===== config.mk =====
export PLATFORM = sky130hd
export DESIGN_NAME = rv32im_execute_regfile
export DESIGN_NICKNAME = d
export VERILOG_FILES = /design/src/rtl/rv32x_pkg.sv /design/src/rtl/rv32x_alu.sv /design/src/rtl/rv32x_regs.sv /design/src/rtl/rv32im_execute_regfile.sv
export VERILOG_INCLUDE_DIRS = /design/src /design/src/rtl
export SDC_FILE = /design/constraint.sdc
export NUM_CORES = 2
export LEC_CHECK = 0
export BUFFER_PORTS_ARGS = -buffer_cell sky130_fd_sc_hd__buf_2
export CAP_MARGIN = 20
export CORE_MARGIN = 2
export CORE_UTILIZATION = 30
export CTS_CLUSTER_DIAMETER = 50
export DETAILED_ROUTE_END_ITERATION = 7
export SKIP_LAST_GASP = 1
export SLEW_MARGIN = 30
export SYNTH_ARGS = -nofsm -noshare
export SYNTH_HDL_FRONTEND = slang
export SYNTH_SLANG_ARGS = --single-unit

===== constraint.sdc =====
create_clock -name clk -period 21.5 [get_ports clk]
set_input_delay 4.3 -clock clk [delete_from_list [all_inputs] [get_ports clk]]
set_output_delay 4.3 -clock clk [all_outputs]
set_load 0.01 [all_outputs]

===== src/rtl/assert_macros.svh =====
// Assertion macros for the execute block
`ifndef ASSERT_MACROS_SVH
`define ASSERT_MACROS_SVH
`ifndef SYNTHESIS
`define ASSERT_IMPLIES(label, clk, rst_n, cond, prop, msg) \
    label: assert property (@(posedge clk) disable iff (!rst_n) (cond) |-> (prop)) \
        else $error(msg);
`define ASSERT_NEXT(label, clk, rst_n, cond, prop, msg) \
    label: assert property (@(posedge clk) disable iff (!rst_n) (cond) |=> (prop)) \
        else $error(msg);
`else
`define ASSERT_IMPLIES(label, clk, rst_n, cond, prop, msg)
`define ASSERT_NEXT(label, clk, rst_n, cond, prop, msg)
`endif
`endif


===== src/rtl/rv32x_pkg.sv =====
package rv32x_pkg;

    localparam int RegCount = 32;
    localparam int RegIdxW  = 5;

    localparam logic [5:0] OP_ADD = 6'd0, OP_SUB = 6'd1, OP_MUL = 6'd2, OP_DIV = 6'd3,
        OP_SLL = 6'd4, OP_MULH = 6'd5, OP_SLT = 6'd6, OP_MULHSU = 6'd7, OP_SLTU = 6'd8,
        OP_MULHU = 6'd9, OP_XOR = 6'd10, OP_DIVU = 6'd11, OP_SRL = 6'd12, OP_SRA = 6'd13,
        OP_OR = 6'd14, OP_REM = 6'd15, OP_AND = 6'd16, OP_REMU = 6'd17,
        OP_ADDI = 6'd18, OP_SUBI = 6'd19, OP_MULI = 6'd20, OP_DIVI = 6'd21,
        OP_SLLI = 6'd22, OP_SLTI = 6'd23, OP_SLTIU = 6'd24, OP_XORI = 6'd25,
        OP_ORI = 6'd26, OP_ANDI = 6'd27, OP_LOAD = 6'd28, OP_STORE = 6'd29,
        OP_BEQ = 6'd30, OP_BNE = 6'd31, OP_BLT = 6'd32, OP_BGE = 6'd33,
        OP_BLTU = 6'd34, OP_BGEU = 6'd35, OP_JAL = 6'd36, OP_JALR = 6'd37,
        OP_LUI = 6'd38, OP_AUIPC = 6'd39, OP_LDRET = 6'd40;

    localparam logic [1:0] MEM_NONE = 2'd0, MEM_LOAD = 2'd1, MEM_STORE = 2'd2;

    typedef enum logic [2:0] {
        ST_IDLE, ST_READ, ST_EXEC, ST_ITER, ST_DONE
    } state_t;

    // control from sequencer to the shared unit
    typedef struct packed {
        logic       start;
        logic [5:0] op;
    } unit_ctrl_t;

    typedef struct packed {
        logic busy;
        logic done;
    } unit_stat_t;

    function automatic logic [5:0] imm_to_alu(input logic [5:0] op);
        logic [5:0] r;
        unique case (op)
            OP_ADDI:  r = OP_ADD;
            OP_SUBI:  r = OP_SUB;
            OP_MULI:  r = OP_MUL;
            OP_DIVI:  r = OP_DIV;
            OP_SLLI:  r = OP_SLL;
            OP_SLTI:  r = OP_SLT;
            OP_SLTIU: r = OP_SLTU;
            OP_XORI:  r = OP_XOR;
            OP_ORI:   r = OP_OR;
            default:  r = OP_AND;
        endcase
        return r;
    endfunction

endpackage


===== src/rtl/rv32x_alu.sv =====
// Shared arithmetic unit: registered simple ops, shift-add multiply and
// restoring divide one bit per cycle.
module rv32x_alu
(
    input  logic                   clk,
    input  logic                   rst_n,
    input  rv32x_pkg::unit_ctrl_t  ctrl,
    input  logic [31:0]            a,
    input  logic [31:0]            b,
    output rv32x_pkg::unit_stat_t  stat,
    output logic [31:0]            result
);

    logic        busy_reg, busy_next;
    logic        done_reg, done_next;
    logic [5:0]  cnt_reg, cnt_next;
    logic [5:0]  op_reg, op_next;
    logic [63:0] acc_reg, acc_next;     // product or {remainder, quotient}
    logic [63:0] mcand_reg, mcand_next;
    logic [31:0] mplier_reg, mplier_next;
    logic [31:0] dvs_reg, dvs_next;
    logic        neg_q_reg, neg_q_next, neg_r_reg, neg_r_next;
    logic [31:0] res_reg, res_next;
    logic        is_mul, is_div, a_neg, b_neg;
    logic [31:0] a_abs, b_abs;
    logic [32:0] trial;
    logic [31:0] q, r;
    logic [63:0] p_neg;

    assign stat.busy = busy_reg;
    assign stat.done = done_reg;
    assign result    = res_reg;

    always_comb
    begin
        is_mul = (ctrl.op == rv32x_pkg::OP_MUL) || (ctrl.op == rv32x_pkg::OP_MULH)
              || (ctrl.op == rv32x_pkg::OP_MULHSU) || (ctrl.op == rv32x_pkg::OP_MULHU);
        is_div = (ctrl.op == rv32x_pkg::OP_DIV) || (ctrl.op == rv32x_pkg::OP_DIVU)
              || (ctrl.op == rv32x_pkg::OP_REM) || (ctrl.op == rv32x_pkg::OP_REMU);
        a_neg = a[31] && ((ctrl.op == rv32x_pkg::OP_MULH) || (ctrl.op == rv32x_pkg::OP_MULHSU)
              || (ctrl.op == rv32x_pkg::OP_DIV) || (ctrl.op == rv32x_pkg::OP_REM));
        b_neg = b[31] && ((ctrl.op == rv32x_pkg::OP_MULH) || (ctrl.op == rv32x_pkg::OP_DIV)
              || (ctrl.op == rv32x_pkg::OP_REM));
        a_abs = a_neg ? -a : a;
        b_abs = b_neg ? -b : b;

        busy_next = busy_reg; done_next = 1'b0; cnt_next = cnt_reg; op_next = op_reg;
        acc_next = acc_reg; mcand_next = mcand_reg; mplier_next = mplier_reg;
        dvs_next = dvs_reg; neg_q_next = neg_q_reg; neg_r_next = neg_r_reg;
        res_next = res_reg;
        trial = 33'd0; q = '0; r = '0; p_neg = '0;

        if (ctrl.start)
        begin
            op_next = ctrl.op;
            if (is_mul)
            begin
                busy_next = 1'b1; cnt_next = 6'd32; acc_next = '0;
                mcand_next = {32'd0, a_abs}; mplier_next = b_abs;
                neg_q_next = a_neg ^ b_neg;
            end
            else if (is_div && b == 32'd0)
            begin
                res_next = ((ctrl.op == rv32x_pkg::OP_DIV) || (ctrl.op == rv32x_pkg::OP_DIVU))
                    ? 32'hFFFF_FFFF : a;
                done_next = 1'b1;
            end
            else if (is_div)
            begin
                busy_next = 1'b1; cnt_next = 6'd32;
                acc_next = {32'd0, a_abs}; dvs_next = b_abs;
                neg_q_next = a_neg ^ b_neg; neg_r_next = a_neg;
            end
            else
            begin
                done_next = 1'b1;
                case (ctrl.op)
                    rv32x_pkg::OP_ADD:  res_next = a + b;
                    rv32x_pkg::OP_SUB:  res_next = a - b;
                    rv32x_pkg::OP_SLL:  res_next = a << b[4:0];
                    rv32x_pkg::OP_SLT:  res_next = {31'd0, $signed(a) < $signed(b)};
                    rv32x_pkg::OP_SLTU: res_next = {31'd0, a < b};
                    rv32x_pkg::OP_XOR:  res_next = a ^ b;
                    rv32x_pkg::OP_SRL:  res_next = a >> b[4:0];
                    rv32x_pkg::OP_SRA:  res_next = $unsigned($signed(a) >>> b[4:0]);
                    rv32x_pkg::OP_OR:   res_next = a | b;
                    default:            res_next = a & b;
                endcase
            end
        end
        else if (busy_reg)
        begin
            if (op_reg == rv32x_pkg::OP_MUL || op_reg == rv32x_pkg::OP_MULH
                || op_reg == rv32x_pkg::OP_MULHSU || op_reg == rv32x_pkg::OP_MULHU)
            begin
                if (mplier_reg[0])
                    acc_next = acc_reg + mcand_reg;
                mcand_next = {mcand_reg[62:0], 1'b0};
                mplier_next = {1'b0, mplier_reg[31:1]};
            end
            else
            begin
                trial = {acc_reg[63:31]} - {1'b0, dvs_reg};
                if (!trial[32])
                    acc_next = {trial[31:0], acc_reg[30:0], 1'b1};
                else
                    acc_next = {acc_reg[62:0], 1'b0};
            end
            cnt_next = cnt_reg - 6'd1;
            if (cnt_reg == 6'd1)
            begin
                busy_next = 1'b0;
                done_next = 1'b0;
            end
        end

        // finish: sign fix and select from the last step's result, in the same cycle
        if (busy_reg && cnt_reg == 6'd1 && !ctrl.start)
        begin
            done_next = 1'b1;
            p_neg = -acc_next;
            if (op_reg == rv32x_pkg::OP_MUL)
            begin
                res_next = neg_q_reg ? -acc_next[31:0] : acc_next[31:0];
            end
            else if (op_reg == rv32x_pkg::OP_MULH || op_reg == rv32x_pkg::OP_MULHSU
                     || op_reg == rv32x_pkg::OP_MULHU)
            begin
                res_next = neg_q_reg ? p_neg[63:32] : acc_next[63:32];
            end
            else
            begin
                q = acc_next[31:0]; r = acc_next[63:32];
                if (op_reg == rv32x_pkg::OP_DIV || op_reg == rv32x_pkg::OP_DIVU)
                    res_next = neg_q_reg ? -q : q;
                else
                    res_next = neg_r_reg ? -r : r;
            end
        end
    end

    always_ff @(posedge clk or negedge rst_n)
    begin
        if (!rst_n)
        begin
            busy_reg <= 1'b0; done_reg <= 1'b0; cnt_reg <= '0; op_reg <= '0;
        end
        else
        begin
            busy_reg <= busy_next; done_reg <= done_next; cnt_reg <= cnt_next;
            op_reg <= op_next;
        end
    end

    always_ff @(posedge clk)
    begin
        acc_reg <= acc_next; mcand_reg <= mcand_next; mplier_reg <= mplier_next;
        dvs_reg <= dvs_next; neg_q_reg <= neg_q_next; neg_r_reg <= neg_r_next;
        res_reg <= res_next;
    end

endmodule


===== src/rtl/rv32x_regs.sv =====
// Register file: 32 words, one write and one registered read port; entry
// valid bits stand in for the reset clear.
module rv32x_regs
(
    input  logic        clk,
    input  logic        rst_n,
    input  logic        we,
    input  logic [4:0]  waddr,
    input  logic [31:0] wdata,
    input  logic [4:0]  raddr,
    output logic [31:0] rdata
);

    logic [31:0] mem [rv32x_pkg::RegCount];
    logic [rv32x_pkg::RegCount-1:0] vld_reg;
    logic [31:0] rd_reg;
    logic        rvld_reg;

    always_ff @(posedge clk)
    begin
        if (we)
            mem[waddr] <= wdata;
        rd_reg <= mem[raddr];
    end

    always_ff @(posedge clk or negedge rst_n)
    begin
        if (!rst_n)
        begin
            vld_reg  <= '0;
            rvld_reg <= 1'b0;
        end
        else
        begin
            if (we)
                vld_reg[waddr] <= 1'b1;
            rvld_reg <= vld_reg[raddr] && (raddr != '0);
        end
    end

    assign rdata = rvld_reg ? rd_reg : 32'd0;

endmodule


===== src/rtl/rv32im_execute_regfile.sv =====
// Execute stage of an RV32IM integer core with its own 32-entry register file.
// Memory, branch, jump, upper-immediate and load-return ops pass through the read states
// (src1 then src2 through the read port), execute and result; other ALU ops and divide by
// zero also wait for the shared unit, which for multiply, divide and remainder takes 32 steps.
// One operation at a time: s_tready is low from acceptance until the result is stored.
// Reset clears the halt flag and all register valid bits, so every register reads zero.
module rv32im_execute_regfile
(
    input  logic         clk,
    input  logic         rst_n,
    input  logic         s_tvalid,
    output logic         s_tready,
    // operation[5:0], dest_reg[10:6], src1_reg[15:11], src2_reg[20:16],
    // immediate[52:21], instr_pc[84:53], load_data[116:85], zero fill to 120
    input  logic [119:0] s_tdata,
    output logic         m_tvalid,
    input  logic         m_tready,
    // write_value[31:0], reg_written[32], mem_address[64:33], store_data[96:65],
    // mem_kind[98:97], branch_taken[99], target_pc[131:100], halt[132], fill to 136
    output logic [135:0] m_tdata
);

    rv32x_pkg::state_t state_reg, state_next;
    logic [5:0]  op_reg;
    logic [4:0]  rd_reg;
    logic [4:0]  s1_reg, s2_reg;
    logic [31:0] imm_reg, pc_reg, ld_reg;
    logic [31:0] a_reg, a_next, b_reg, b_next;
    logic        halt_reg, halt_next;
    logic [1:0]  rcnt_reg, rcnt_next;
    logic [135:0] out_reg, out_next;
    logic        ovld_reg, ovld_next;

    logic        rf_we;
    logic [4:0]  rf_raddr;
    logic [31:0] rf_rdata;
    logic [31:0] wv;
    logic        wr_en;
    logic [31:0] addr, sd, tgt;
    logic [1:0]  kind;
    logic        tk, is_alu;
    logic [5:0]  alu_op;
    logic [31:0] alu_b;
    rv32x_pkg::unit_ctrl_t uctrl;
    rv32x_pkg::unit_stat_t ustat;
    logic [31:0] ures;

    rv32x_regs u_regs
    (
        .clk   (clk),
        .rst_n (rst_n),
        .we    (rf_we),
        .waddr (rd_reg),
        .wdata (wv),
        .raddr (rf_raddr),
        .rdata (rf_rdata)
    );

    rv32x_alu u_alu
    (
        .clk    (clk),
        .rst_n  (rst_n),
        .ctrl   (uctrl),
        .a      (a_reg),
        .b      (alu_b),
        .stat   (ustat),
        .result (ures)
    );

    // a stored result may wait for its transfer while the next operation enters
    assign s_tready = (state_reg == rv32x_pkg::ST_IDLE);
    assign m_tvalid = ovld_reg;
    assign m_tdata  = out_reg;
    assign is_alu   = op_reg <= rv32x_pkg::OP_ANDI;
    assign alu_op   = (op_reg <= rv32x_pkg::OP_REMU) ? op_reg : rv32x_pkg::imm_to_alu(op_reg);
    assign alu_b    = (op_reg <= rv32x_pkg::OP_REMU) ? b_reg : imm_reg;
    assign rf_raddr = (rcnt_reg == 2'd0) ? s1_reg : s2_reg;

    // result assembly, valid once the unit (if used) is done
    always_comb
    begin
        wv = 32'd0; wr_en = 1'b0; addr = 32'd0; sd = 32'd0; kind = rv32x_pkg::MEM_NONE;
        tk = 1'b0; tgt = 32'd0; halt_next = halt_reg;
        if (is_alu)
        begin
            wv = ures; wr_en = 1'b1;
        end
        else
        begin
            unique case (op_reg)
                rv32x_pkg::OP_LOAD:
                begin
                    addr = a_reg + imm_reg; kind = rv32x_pkg::MEM_LOAD;
                end
                rv32x_pkg::OP_STORE:
                begin
                    addr = a_reg + imm_reg; sd = b_reg; kind = rv32x_pkg::MEM_STORE;
                end
                rv32x_pkg::OP_BEQ:
                begin
                    tk = a_reg == b_reg; tgt = pc_reg + imm_reg;
                end
                rv32x_pkg::OP_BNE:
                begin
                    tk = a_reg != b_reg; tgt = pc_reg + imm_reg;
                end
                rv32x_pkg::OP_BLT:
                begin
                    tk = $signed(a_reg) < $signed(b_reg); tgt = pc_reg + imm_reg;
                end
                rv32x_pkg::OP_BGE:
                begin
                    tk = $signed(a_reg) >= $signed(b_reg); tgt = pc_reg + imm_reg;
                end
                rv32x_pkg::OP_BLTU:
                begin
                    tk = a_reg < b_reg; tgt = pc_reg + imm_reg;
                end
                rv32x_pkg::OP_BGEU:
                begin
                    tk = a_reg >= b_reg; tgt = pc_reg + imm_reg;
                end
                rv32x_pkg::OP_JAL:
                begin
                    tk = 1'b1; tgt = pc_reg + imm_reg; wv = pc_reg + 32'd4; wr_en = 1'b1;
                end
                rv32x_pkg::OP_JALR:  halt_next = 1'b1;
                rv32x_pkg::OP_LUI:
                begin
                    wv = {imm_reg[19:0], 12'd0}; wr_en = 1'b1;
                end
                rv32x_pkg::OP_AUIPC:
                begin
                    wv = pc_reg + {imm_reg[19:0], 12'd0}; wr_en = 1'b1;
                end
                rv32x_pkg::OP_LDRET:
                begin
                    wv = ld_reg; wr_en = 1'b1;
                end
                default: ;
            endcase
        end
    end

    // sequencer
    always_comb
    begin
        state_next = state_reg; rcnt_next = rcnt_reg; a_next = a_reg; b_next = b_reg;
        out_next = out_reg; ovld_next = ovld_reg; rf_we = 1'b0;
        uctrl.start = 1'b0; uctrl.op = alu_op;
        if (ovld_reg && m_tready)
            ovld_next = 1'b0;
        unique case (state_reg)
            rv32x_pkg::ST_IDLE:
            begin
                if (s_tvalid && s_tready)
                begin
                    state_next = rv32x_pkg::ST_READ; rcnt_next = 2'd0;
                end
            end
            rv32x_pkg::ST_READ:
            begin
                // read src1 then src2 through the single read port
                rcnt_next = rcnt_reg + 2'd1;
                if (rcnt_reg == 2'd1)
                    a_next = rf_rdata;
                if (rcnt_reg == 2'd2)
                begin
                    b_next = rf_rdata; state_next = rv32x_pkg::ST_EXEC;
                end
            end
            rv32x_pkg::ST_EXEC:
            begin
                if (is_alu)
                begin
                    uctrl.start = 1'b1; state_next = rv32x_pkg::ST_ITER;
                end
                else
                begin
                    state_next = rv32x_pkg::ST_DONE;
                end
            end
            rv32x_pkg::ST_ITER:
            begin
                if (ustat.done)
                    state_next = rv32x_pkg::ST_DONE;
            end
            rv32x_pkg::ST_DONE:
            begin
                // hold until the previous result has gone out
                if (!ovld_reg || m_tready)
                begin
                    rf_we = wr_en && (rd_reg != '0);
                    out_next = {3'd0, halt_next, tgt, tk, kind, sd, addr, rf_we, wv};
                    ovld_next = 1'b1;
                    state_next = rv32x_pkg::ST_IDLE;
                end
            end
            default: state_next = rv32x_pkg::ST_IDLE;
        endcase
    end

    always_ff @(posedge clk or negedge rst_n)
    begin
        if (!rst_n)
        begin
            state_reg <= rv32x_pkg::ST_IDLE;
            rcnt_reg  <= '0;
            ovld_reg  <= 1'b0;
            halt_reg  <= 1'b0;
        end
        else
        begin
            state_reg <= state_next;
            rcnt_reg  <= rcnt_next;
            ovld_reg  <= ovld_next;
            if (state_reg == rv32x_pkg::ST_DONE && state_next == rv32x_pkg::ST_IDLE)
                halt_reg <= halt_next;
        end
    end

    always_ff @(posedge clk)
    begin
        if (s_tvalid && s_tready)
        begin
            op_reg  <= s_tdata[5:0];
            rd_reg  <= s_tdata[10:6];
            s1_reg  <= s_tdata[15:11];
            s2_reg  <= s_tdata[20:16];
            imm_reg <= s_tdata[52:21];
            pc_reg  <= s_tdata[84:53];
            ld_reg  <= s_tdata[116:85];
        end
        a_reg   <= a_next;
        b_reg   <= b_next;
        out_reg <= out_next;
    end

`include "assert_macros.svh"

    `ASSERT_IMPLIES(a_no_accept_busy, clk, rst_n, state_reg != rv32x_pkg::ST_IDLE, !s_tready, "busy")
    `ASSERT_NEXT(a_halt_sticky, clk, rst_n, halt_reg, halt_reg, "halt flag cleared")
    `ASSERT_IMPLIES(a_x0_never_written, clk, rst_n, rf_we, rd_reg != 5'd0, "write to register zero")

endmodule


After elaboration in Yosys (flattened, before gate mapping):

Memories as Yosys holds them, arrays and structs flattened. A register that Yosys moved wholly into a read port is not among the register bits.
Cells that the tools add are included.

* memories kept: 2
* output and inout port bits: 138
* bits of input ports: 124
* ROM bits: 160
* bits in registers: 594
* logic and storage cells: 267
* RAM bits: 1024

Memories
* u_regs.mem: words 32, bits a word 32, read ports 1, clocked after memory_dff 1, write ports 1, line rv32x_regs.sv:14 `logic [31:0] mem [rv32x_pkg::RegCount];`
* (name not given): words 32, bits a word 5, read ports 1, clocked after memory_dff 1, write ports 0, line rv32x_pkg.sv:36 `unique case (op)`

* shift-type cells: 3
* equal/unequal tests: 51
* magnitude comparators: 11
* $add $sub $neg: 15
* multiplexer cells: 85
* bitwise operators: 10
* reductions and logical operators: 59

Operator list (number)
* $mux 64: 12
* $mux 32: 21
* $pmux 32 s9: 1
* $add 32x32->32: 4
* $lt 32x32->1: 4
* $neg 32->32: 4
* $pmux 32 s4: 1
* $add 64x64->64: 1
* $ge 32x32->1: 2
* $neg 64->64: 1
* $or 32x32->32: 2
* $eq 6x4->1 const B: 10
* $eq 6x6->1 const B: 9
* $mux 6: 7
* $eq 6x3->1 const B: 6
* $sub 33x32->33: 1
* $add 32x3->32 const B: 1
* $and 32x32->32: 1
* $eq 32x32->1: 1
* $logic_not 32->1: 1
* $ne 32x32->1: 1
* $shl 32x5->32: 1
* $shr 32x5->32: 1
* $sshr 32x5->32: 1
* 43 further kinds: 140

Logic depth before layout (Yosys ltp):

* depth after elaboration: 18
* gate-level depth with buffers: 35
* depth with buffers taken out: 25

Hierarchy:

A second synthesis with hierarchy kept.

* cells, all modules: 7573
* area total of the unflattened synthesis: 89734.8 um^2

By module, submodules not included
* rv32x_regs: times used 1, area each 41751.3 um^2, sequential area each 32215.9 um^2, cells an instance 1970
* rv32x_alu: times used 1, area each 30372.9 um^2, sequential area each 6496.2 um^2, cells an instance 4112
* rv32im_execute_regfile: times used 1, area each 17610.6 um^2, sequential area each 9704.3 um^2, cells an instance 1491

Least setup slack after synthesis:

Ideal clock, no wire load.

* kind: input to register
* start point: in m_tready
* end point: mem u_regs.mem[31][0], enable pin
* arrival time: 9152 ps
* slack: 11926 ps
* cell stages on the path: 6
* library setup time: 422 ps
* data required time: 21078 ps
* buffers on the path: 0
* path through: nand2b_1 > nand3_1 > inv_1 > and3_1 > nand3_1 > nor2_1

* word-level cells in the longest chain between the ends: 5

Ends and longest elaborated chain
* start, declared: line rv32im_execute_regfile.sv:17 `input logic m_tready,`
* $logic_or 1x1->1: line rv32im_execute_regfile.sv:191 `if (!ovld_reg || m_tready)`
* $mux 1: line rv32im_execute_regfile.sv:191
* $mux 1: line rv32im_execute_regfile.sv:153 `unique case (state_reg)`
* $mux 1: line rv32x_regs.sv:21 `if (we)`
* $mux 1 (not written as such): line rv32x_regs.sv:22 `mem[waddr] <= wdata;`
* end, declared: line rv32x_regs.sv:14

No other way between the ends.

Worst setup path in the final report:

* start point: reg op_reg[1]
* end point: reg u_alu.res_reg[10], in the netlist u_alu.result[10], data pin

* word-level cells in the longest chain between the ends: 18
* elaborated cells between the ends (all ways): 66
* those cells by class: add/sub (5); order compare (2); eq/ne (16); shift (3); mux (22); bitwise (3); reduce/logical (15)

Ends and longest elaborated chain
* start, declared: line rv32im_execute_regfile.sv:24 `logic [5:0] op_reg;`
* start signal, assigned: line rv32im_execute_regfile.sv:226 `op_reg <= s_tdata[5:0];`
* $le 6x5->1: line rv32im_execute_regfile.sv:75, rv32im_execute_regfile.sv:76
* $mux 6: line rv32im_execute_regfile.sv:75 `assign alu_op = (op_reg <= rv32x_pkg::OP_REMU) ? op_reg : rv32x_pkg::imm_to_alu(op_reg);`
* $eq 6x3->1 (on tied branches): line rv32x_alu.sv:36, rv32x_alu.sv:40, rv32x_alu.sv:37
* $logic_or 1x1->1: line rv32x_alu.sv:40 `a_neg = a[31] && ((ctrl.op == rv32x_pkg::OP_MULH) || (ctrl.op == rv32x_pkg::OP_MULHSU)`
* $logic_or 1x1->1 (2 in a row): line rv32x_alu.sv:41 `|| (ctrl.op == rv32x_pkg::OP_DIV) || (ctrl.op == rv32x_pkg::OP_REM));`
* $logic_and 1x1->1: line rv32x_alu.sv:40
* $mux 32: line rv32x_alu.sv:44 `a_abs = a_neg ? -a : a;`
* $mux 64: line rv32x_alu.sv:68 `else if (is_div)`
* [... 3 more ...]
* named net u_alu.acc_next[0]: line rv32x_alu.sv:18 `logic [63:0] acc_reg, acc_next;`
* $neg 32->32: line rv32x_alu.sv:124, rv32x_alu.sv:135
* $mux 32: line rv32x_alu.sv:124, rv32x_alu.sv:135
* $mux 32: line rv32x_alu.sv:134 `if (op_reg == rv32x_pkg::OP_DIV || op_reg == rv32x_pkg::OP_DIVU)`
* $mux 32: line rv32x_alu.sv:126 `else if (op_reg == rv32x_pkg::OP_MULH || op_reg == rv32x_pkg::OP_MULHSU`
* $mux 32 (*): line rv32x_alu.sv:122 `if (op_reg == rv32x_pkg::OP_MUL)`
* $mux 32 (*): line rv32x_alu.sv:118 `if (busy_reg && cnt_reg == 6'd1 && !ctrl.start)`
* named net u_alu.res_next[10]: line rv32x_alu.sv:23 `logic [31:0] res_reg, res_next;`
* end signal, assigned: line rv32x_alu.sv:159 `res_reg <= res_next;`
* end, declared: line rv32x_alu.sv:23

The timed path passes the listed nets; every way through them passes the cells marked *. The select of a mux whose other input is x is not followed.
A chain may end at the register's enable or synchronous reset.

==> results.toml <==
[run_status]
run_status = "complete, no violations"

[placed_design]
placement.setup.worst_slack_ns = 11.53
buffer_ports.inserted = 255
hpwl_um = 249700
place_congestion = 1.015

[worst_setup_path]
critical_path.reg2reg.endpoint = "u_alu.result[10]"
reg2regPathDepth = 28
cpMaxStageDelayCell = "sky130_fd_sc_hd__or3_1"
cp_max_fo = 32
worst_r2r_startpoint = "op_reg[1]"
critical_path_rt_ns = 22.04
arrival_ns = 10.68
end_kind = "register"
worst_setup_path_class = "register to register"
timing.reg2reg.setup_slack_ns = 11.36
cp-start-kind = "register"
worst_path_largest_cell_delay_ns = 0.70

[hold_path]
whs_endpoint = "u_regs.vld_reg[21]"
holdPathStages = 1
worstHoldPathType = "register to register"
worstHoldStart = "u_regs.vld_reg[21]"

[power]
cell_internal_pwr_uw = 7499
pwr-share-comb = 0.399
vdd_ir_drop_max_mv = 0.09676
power.switching_fraction = 0.3978
clock_share_of_power = 0.278
power.net_switching_uw = 4953
power.static_leakage_uw = 0.03694
seqPwrFrac = 0.323
power.density_cell_area_mw_per_mm2 = 123.3

[cts]
cts-resized-gates = 0
tritoncts.num_buffers = 206
clk_root_buffer_cell = "sky130_fd_sc_hd__clkbuf_16"
clk_pin_slew_ns = 0.06
ctsHtreeMaxLevel = 4
post_cts_hold_buffer_count = 0
postCtsSetupBuffers = 0
clk-insertion-delay-late_ns = 0.91
tritoncts = "done"
cts.path.max_buffers = 4
cts_sinks = 1654

[grt]
initial_antenna_violation_count = 21
first_global_vias = 64070
global_route.usage.total = 0.2291
grt_remaining_overflow = 0
grt_first_pass_wirelength_um = 484800
maximum_number_of_pins_on_one_net_before_global_route_repair = 150

[routing]
drt_iter0_markers = 6918
postRouteAntennaNets = 0
finalWirelength_um = 346900
routed-via-count = 65940
vias_per_inst = 5.629
uppermost_layer_routed = "met5"
post-route-drc-count = 0
wl_per_cell_um = 29.61
detailroute.wirelength.met3_um = 22880
dr.pass1.iters = 7
route.layer.met1.wl_um = 134000
routed-wl-met2_um = 166900

[layout]
largest_register_ffs = 1024
finish.net_count = 8206
max_flop_register = "u_regs.mem"
drive_above_1_share = 0.1621
synthToLayoutAreaGrowth_pct = 15.90

[timing]
final_period_minus_worst_setup_slack_ns = 10.14
tns_ns = 0
fin_worst_skew_ns = 0.1133
transition_time_at_the_pin_with_the_least_slew_margin_ns = 1.032
fin_worst_hold_slack_ns = 0.4658
final_max_slew_viol_count = 0
timing.final.setup_violations = 0
worst_slew_margin_rel = 0.3067
grt_setup_unrepaired = "false"
final_hold_viol_count = 0
min_period_over_period = 0.4717
final_critical_path_setup_slack_ns = 11.36
fmax_mhz = 98.60

[floorplan]
fp.dieArea_sq_mm = 0.2948
ioPinCount = 262
die_h_um = 542.9
die-width_um = 542.9
core_area_sq_mm = 0.2884
row_count = 197
floorplan.initialDensity = 0.3021

[logic_synthesis]
synth.largest_area_cell = "sky130_fd_sc_hd__edfxtp_1"
synth_sequential_area_ratio = 0.5554
synth_top_area_share = 0.5170
synth_edf_count = 1500
ys_async_sr_fraction = 0.03204
syn_area_per_cell_sq_um = 11.71
synth_area_leaders = "sky130_fd_sc_hd__edfxtp_1 (52%), sky130_fd_sc_hd__mux4_2 (6.8%), sky130_fd_sc_hd__ha_1 (4.6%)"
synth.ff_latch_count = 1654
yosysWarnings = 0
postSynthCellCount = 7441
netlist_area_sq_mm = 0.08713
ys_types = 111
synth-main-ff-cell = "sky130_fd_sc_hd__edfxtp_1"

[flow_run]
timing.max_cap.violations = 0
[through the flow]
step                area [sq um]    util  total power (uW)  instances
detailed placement         94000  0.3259              8966      11330
floorplan                  87260       -              7155       7475
global route              101000  0.3501             13000      11710
CTS                       100900  0.3498             12430      11700
finish                    101000  0.3502             12450      11710
global placement           93960  0.3258              8941      11330
[synth_stat cells, types with 17 or more instances]
master	instances
sky130_fd_sc_hd__a2111oi_0	22
sky130_fd_sc_hd__a211oi_1	56
sky130_fd_sc_hd__a21boi_0	20
sky130_fd_sc_hd__a21o_1	95
sky130_fd_sc_hd__a21oi_1	455
sky130_fd_sc_hd__a221o_1	23
sky130_fd_sc_hd__a221oi_1	34
sky130_fd_sc_hd__a222oi_1	23
sky130_fd_sc_hd__a22oi_1	27
sky130_fd_sc_hd__a31oi_1	59
sky130_fd_sc_hd__and2_1	91
sky130_fd_sc_hd__and3_1	91
sky130_fd_sc_hd__buf_1	70
sky130_fd_sc_hd__clkbuf_1	311
sky130_fd_sc_hd__dfrtp_1	53
sky130_fd_sc_hd__dfxtp_1	101
sky130_fd_sc_hd__edfxtp_1	1500
sky130_fd_sc_hd__ha_1	320
sky130_fd_sc_hd__inv_1	256
sky130_fd_sc_hd__mux2_2	27
sky130_fd_sc_hd__mux2i_1	111
sky130_fd_sc_hd__mux4_2	264
sky130_fd_sc_hd__nand2_1	832
sky130_fd_sc_hd__nand2b_1	59
sky130_fd_sc_hd__nand3_1	308
sky130_fd_sc_hd__nand4_1	50
sky130_fd_sc_hd__nor2_1	548
sky130_fd_sc_hd__nor2b_1	39
sky130_fd_sc_hd__nor3_1	188
sky130_fd_sc_hd__nor4_1	33
sky130_fd_sc_hd__o2111ai_1	17
sky130_fd_sc_hd__o211ai_1	60
sky130_fd_sc_hd__o21a_1	32
sky130_fd_sc_hd__o21ai_0	401
sky130_fd_sc_hd__o21bai_1	38
sky130_fd_sc_hd__o221ai_1	36
sky130_fd_sc_hd__o22ai_1	55
sky130_fd_sc_hd__o31ai_1	43
sky130_fd_sc_hd__o41ai_1	18
sky130_fd_sc_hd__or2_2	51
sky130_fd_sc_hd__or3_1	65
sky130_fd_sc_hd__xnor2_1	161
sky130_fd_sc_hd__xor2_1	89
[how the worst max path moves through the flow]
stage,slack [ns],to,start
after floorplan,11.93,u_regs.mem[31][0],m_tready
after global placement,11.65,u_alu.result[10],op_reg[1]
after detailed placement,11.53,u_alu.result[10],op_reg[1]
after CTS,11.52,u_alu.result[10],op_reg[1]
after global routing,11.09,u_alu.result[10],op_reg[1]
final,11.36,u_alu.result[10],op_reg[1]
[per-layer routing]
layer	up-vias	GRT usage
li1	28960	-
met1	33290	0.2796
met2	2976	0.3851
met3	711	0.03365
met4	2	0.1324
met5	-	0
[cell type report]
type                       count  area (sq um)
sequential                  1654         48390
fill                       28100        187400
timing repair buffer         477          3059
multi-input combinational   5153         36920
clock buffer                 248          5455
clock inverter               127          1411
tap                         3781          4731
antenna                       10         25.02
inverter                     263         992.2
[placed cells by master, fill, tap and decap left out, types with 27 or more instances in the layout]
cell type,n
sky130_fd_sc_hd__a211oi_1,56
sky130_fd_sc_hd__a21o_1,95
sky130_fd_sc_hd__a21oi_1,454
sky130_fd_sc_hd__a221oi_1,34
sky130_fd_sc_hd__a22oi_1,27
sky130_fd_sc_hd__a31oi_1,56
sky130_fd_sc_hd__and2_1,90
sky130_fd_sc_hd__and3_1,88
sky130_fd_sc_hd__buf_2,255
sky130_fd_sc_hd__buf_4,211
sky130_fd_sc_hd__clkbuf_1,30
sky130_fd_sc_hd__clkbuf_16,208
sky130_fd_sc_hd__clkinv_1,27
sky130_fd_sc_hd__conb_1,35
sky130_fd_sc_hd__dfrtp_1,52
sky130_fd_sc_hd__dfxtp_1,101
sky130_fd_sc_hd__edfxtp_1,1500
sky130_fd_sc_hd__ha_1,320
sky130_fd_sc_hd__inv_1,255
sky130_fd_sc_hd__mux2i_1,106
sky130_fd_sc_hd__mux4_2,264
sky130_fd_sc_hd__nand2_1,828
sky130_fd_sc_hd__nand2b_1,58
sky130_fd_sc_hd__nand3_1,305
sky130_fd_sc_hd__nand4_1,50
sky130_fd_sc_hd__nor2_1,506
sky130_fd_sc_hd__nor2_4,32
sky130_fd_sc_hd__nor2b_1,39
sky130_fd_sc_hd__nor3_1,186
sky130_fd_sc_hd__nor4_1,31
sky130_fd_sc_hd__o211ai_1,60
sky130_fd_sc_hd__o21a_1,30
sky130_fd_sc_hd__o21ai_0,394
sky130_fd_sc_hd__o21bai_1,38
sky130_fd_sc_hd__o22ai_1,55
sky130_fd_sc_hd__o31ai_1,41
sky130_fd_sc_hd__or2_2,51
sky130_fd_sc_hd__or3_1,65
sky130_fd_sc_hd__xnor2_1,161
sky130_fd_sc_hd__xor2_1,89
[critical path: cells and delay by family (launching register included)]
kind                       cells  cell delay, ns
AOI/OAI and AO/OA             10            3.21
xor gates and xnor gates       1            0.36
adders and majority gates      2            0.55
buffers and inverters          6            1.63
DFF                            1            0.36
muxes                          1            0.53
and+or+nand+nor                8            3.15
[logic make-up (layout without fill, tap and decap cells)]
kind of cell	Yosys count	in the layout	synth area share
DFF	1654	1654	0.5554
muxes	402	402	0.08448
and+or+nand+nor	2444	2444	0.1311
buffers and inverters	668	1115	0.02977
other	1	45	0.00004304
AOI/OAI and AO/OA	1695	1695	0.1266
xor gates and xnor gates	250	250	0.02513
adders and majority gates	327	327	0.04756
[power by group through the flow]
stage          clock network (uW)  logic [uW]  registers [uW]
2_1_floorplan                   0        3160            3990
3_3_place_gp                    0        4860            4080
3_5_place_dp                    0        4880            4080
4_1_cts                      3510        4910            4020
5_1_grt                      3650        5320            4030
6_report                     3460        4970            4020
Note: power is estimated with default switching activity, not from simulation.
